[config.mk]
export PLATFORM = sky130hd
export DESIGN_NAME = qmhq_ram
export DESIGN_NICKNAME = d
export VERILOG_FILES = /design/src/design/qmhq_ram.sv
export SDC_FILE = /design/constraint.sdc
export NUM_CORES = 1
export LEC_CHECK = 0
export ABC_AREA = 1
export BUFFER_PORTS_ARGS = -buffer_cell sky130_fd_sc_hd__clkbuf_2
export CAP_MARGIN = 20
export CORE_UTILIZATION = 40
export CTS_CLUSTER_DIAMETER = 60
export DETAILED_ROUTE_END_ITERATION = 7
export HOLD_SLACK_MARGIN = 0.08
export SLEW_MARGIN = 20
export SYNTH_ARGS = -nofsm -noshare
export SYNTH_HDL_FRONTEND = slang
export SYNTH_SLANG_ARGS = --single-unit
[constraint.sdc]
create_clock -name i_clk -period 2 [get_ports i_clk]
set_clock_uncertainty 0.1 [all_clocks]
set_input_delay 0.4 -clock i_clk [delete_from_list [all_inputs] [get_ports i_clk]]
set_output_delay 0.4 -clock i_clk [all_outputs]
set_load 0.005 [all_outputs]
[src/design/qmhq_ram.sv]
// generic single-port ram with registered read
module qmhq_ram #(
    parameter int Width = 8,
    parameter int Depth = 16
) (
    input  logic                     i_clk,
    input  logic                     i_we,
    input  logic [$clog2(Depth)-1:0] i_addr,
    input  logic [Width-1:0]         i_wdata,
    output logic [Width-1:0]         o_rdata
);
    logic [Width-1:0] r_mem [Depth];

    // write one word when enabled; the addressed word is always read, returning the old contents on a write
    always_ff @(posedge i_clk) begin
        if (i_we) begin
            r_mem[i_addr] <= i_wdata;
        end
        o_rdata <= r_mem[i_addr];
    end
endmodule
=== Word level (Yosys, flattened, before mapping) ===
Memory sizes are Yosys's and may differ from the RTL's. A register that Yosys moved wholly into a read port is not among the register bits.
Index checks and enable logic that the tools add are counted.

* Register bits after elaboration: 0
* Memory bits (writable): 128
* Bits of input ports: 14
* Memories: 1

{| class="wikitable"
|+ Memories
! memory !! words !! bits a word !! read ports !! clocked after Yosys merged registers in !! write ports !! line !! text
|-
| r_mem || 16 || 8 || 1 || 1 || 1 || 12 || <nowiki>logic [Width-1:0] r_mem [Depth];</nowiki>
|}

* Muxes and demuxes: 2

{| class="wikitable"
|+ Operators by type and width
! operator !! number
|-
| $mux 1 || 2
|}

=== Logic depth before layout (Yosys ltp) ===
* Depth after elaboration: 2
* Depth in mapped cells: 11

=== Worst setup path before layout ===
OpenSTA, ideal clock, no wires.

* Path type: in2reg
* Start: input port i_addr[1]
* End: memory r_mem[3][0], enable pin
* Arrival time: 1.407 ns
* Data required time: 1.530 ns
* Setup slack: 0.123 ns
* Cell stages on the path: 4
* Cell sequence: buf_2 clkbuf_1 nand3_1 nor2_1

{| class="wikitable"
|+ RTL lines
! what !! line !! text
|-
| from (decl) || 8 || <nowiki>input logic [$clog2(Depth)-1:0] i_addr,</nowiki>
|-
| to (decl) || 12 ||
|}

Straight into the memory's write port.

=== Worst setup path after layout ===
* Start: register o_rdata[6], read port of r_mem
* End: output port o_rdata[6]

{| class="wikitable"
|+ RTL lines
! what !! line !! text
|-
| from (decl) || 10 || <nowiki>output logic [Width-1:0] o_rdata</nowiki>
|}

No word-level cell between the ends.

==> flow_summary.ini <==
[timing]
worst_slew_pin_slew_ns = 0.494
setup_viol = 0
fin_crit_sh_pct = 70.6
finalHoldViolations = 0
rsz0062_at_grt = false
timing.final.ws_setup_ns = 0.589
layout_min_cycle_time_ns = 1.41
fin_tns_setup_ns = 0
slew_viol_final = 0
clock.fmax_mhz = 709
slew_headroom_pct = 67.1

[grt]
grt_pass1_wl_um = 20100
grt_use_total_pct = 19.0
grt_pass1_vias = 3758
grtUsageMet3_pct = 4.15
antenna_found_initial = 0
grt_max_degree = 33
top_usage_layer = met2
met2_usage_pct = 30.3
grt_overflow = 0
grtUsageMet1_pct = 24.9

[floorplanning]
die_area_sq_um = 14500
placementRows = 42
dieHeight_um = 120
die_width_um = 120
start_util_pct = 41.6
core_sq_um = 13500
num_io_pins = 22

[clock_network]
cts_max_level = 4
ctsResizeCount = 0
clock-root-buffer = clkbuf_16
cts.sinks = 136
clk_latency_ns = 0.41
clock_path_buffers = 2
holdBufCountCts = 0
cts_tree = built
cts_buffers = 17
clkSlewWorstSetupHoldPaths_ns = 0.06
cts_setup_buffers = 0

[pwr]
irDropWorstVdd_v = 0.000510
cellLeakagePower_nw = 2.84
power_density_nw_per_um2 = 993

[synthesis]
syn-num-nets = 562
synth_area_sq_um = 5590
synth_compound_area_share_pct = 0
yosys.area_share.simple_pct = 24.8
syn_avg_cell_area_sq_um = 10.2
synth_top_family_by_area = simple AND/OR/NAND/NOR gates
synth.distinct_cells = 11
synth-warning-count = 0
synthCells = 548
synthMuxAreaShare_pct = 0
synth-xor-area-share_pct = 0
synthAdderAreaFrac_pct = 0
seq_area_frac_synth_pct = 71.6
ys_ff_latch = 136

[worst_setup_path]
slowest_stage = dfxtp_1
crit_family = flip-flops
cp_num_buf_inv = 1
worstPathArrival_ns = 0.91
cp.required_ns = 1.50
critPathCaptureType = output port
critPathLaunchType = flop
path_max_fanout = 1
worst-setup-path-type = reg -> out
crit_chain = clkbuf_2
max_stage_delay_ns = 0.36

[layout]
seq_area_sq_um = 4000
n_antenna_cell = 0
layout-drive-gt1-share_pct = 13.0
multi_input_area_sq_um = 1390
layout_commonest_cell = nand2_1
fillers = 1264
area_delta_synth_final_pct = 17.6
mostFrequentLayoutCells = nand2_1 (346), edfxtp_1 (128), buf_4 (26)
final_nets = 608

[placed_design]
post-dp-hpwl_um = 7930
io_buffers = 21
gp_congestion = 0.799
place_ws_ns = 0.277

[route]
avgRoutedWirePerCell_um = 15.8
vias = 3765
drt_iter0_markers = 222
firstDrtPassIters = 5
wl_um = 12400
drtAntennaViolNets = 0
via_per_inst = 4.81
drc = 0

[worst_hold_path]
min_path_type = in -> reg

[status]
outcome = finished, final reports clean

[job]
maxCapViolations = 0
## layout make-up
type	count	area share, %
Sequential cell	136	60.9
Inverter	23	1.31
Clock inverter	15	2.07
Timing Repair Buffer	48	4.87
Clock buffer	17	6.47
Multi-Input combinational cell	368	21.1
Tap cell	176	3.35
## kinds of logic (layout without fill, tap and decap cells)
group	Yosys count	in the layout
DFF	136	136
buffers and inverters	44	103
and+or+nand+nor	368	368
## routing by layer
| layer | vias up | share of wire [%] |
|---|---|---|
| met5 | - | 0 |
| met4 | 0 | 2.0 |
| met3 | 20 | 5.9 |
| met2 | 119 | 47 |
| met1 | 1784 | 45 |
| li1 | 1842 | - |
## cell usage after synthesis
library cell | n | area [sq um]
buf_2 | 12 | 60.1
buf_4 | 6 | 45.0
clkbuf_1 | 3 | 11.3
clkinv_1 | 1 | 3.75
dfxtp_1 | 8 | 160
edfxtp_1 | 128 | 3840
inv_1 | 21 | 78.8
inv_2 | 1 | 3.75
nand2_1 | 346 | 1300
nand3_1 | 4 | 20.0
nor2_1 | 18 | 67.6
## metrics by stage
step	power, mW	hold slack (ns)	instances	utilization (%)	instance area (sq um)
floorplan	3.48	0.399	548	-	5590
global placement	3.66	0.602	751	44.7	6020
detailed placement	3.66	0.610	751	44.7	6020
CTS	6.59	0.405	783	48.9	6580
global route	6.76	0.415	783	48.9	6580
finish	6.53	0.399	783	48.9	6580
## where the power goes
part | internal [mW] | total, mW | switching, mW | leakage (nW)
combinational | 0.115 | 0.389 | 0.274 | 1.35
sequential | 3.19 | 3.21 | 0.0201 | 1.22
clock | 1.81 | 2.94 | 1.13 | 0.269
## state kept, by name, summed over array words and instances, names as in the netlist
register	flops
r_mem	128
o_rdata	8
## path summary, 6_finish.rpt
kind,from,to,slack [ns],depth (start not counted)
max reg2reg,r_mem[4][3],o_rdata[3],0.86,8
min reg2reg,r_mem[13][6],o_rdata[6],0.63,8
max,o_rdata[6],o_rdata[6],0.59,1
min,i_wdata[0],r_mem[12][0],0.40,1
Power figures use the tool's default switching activity.
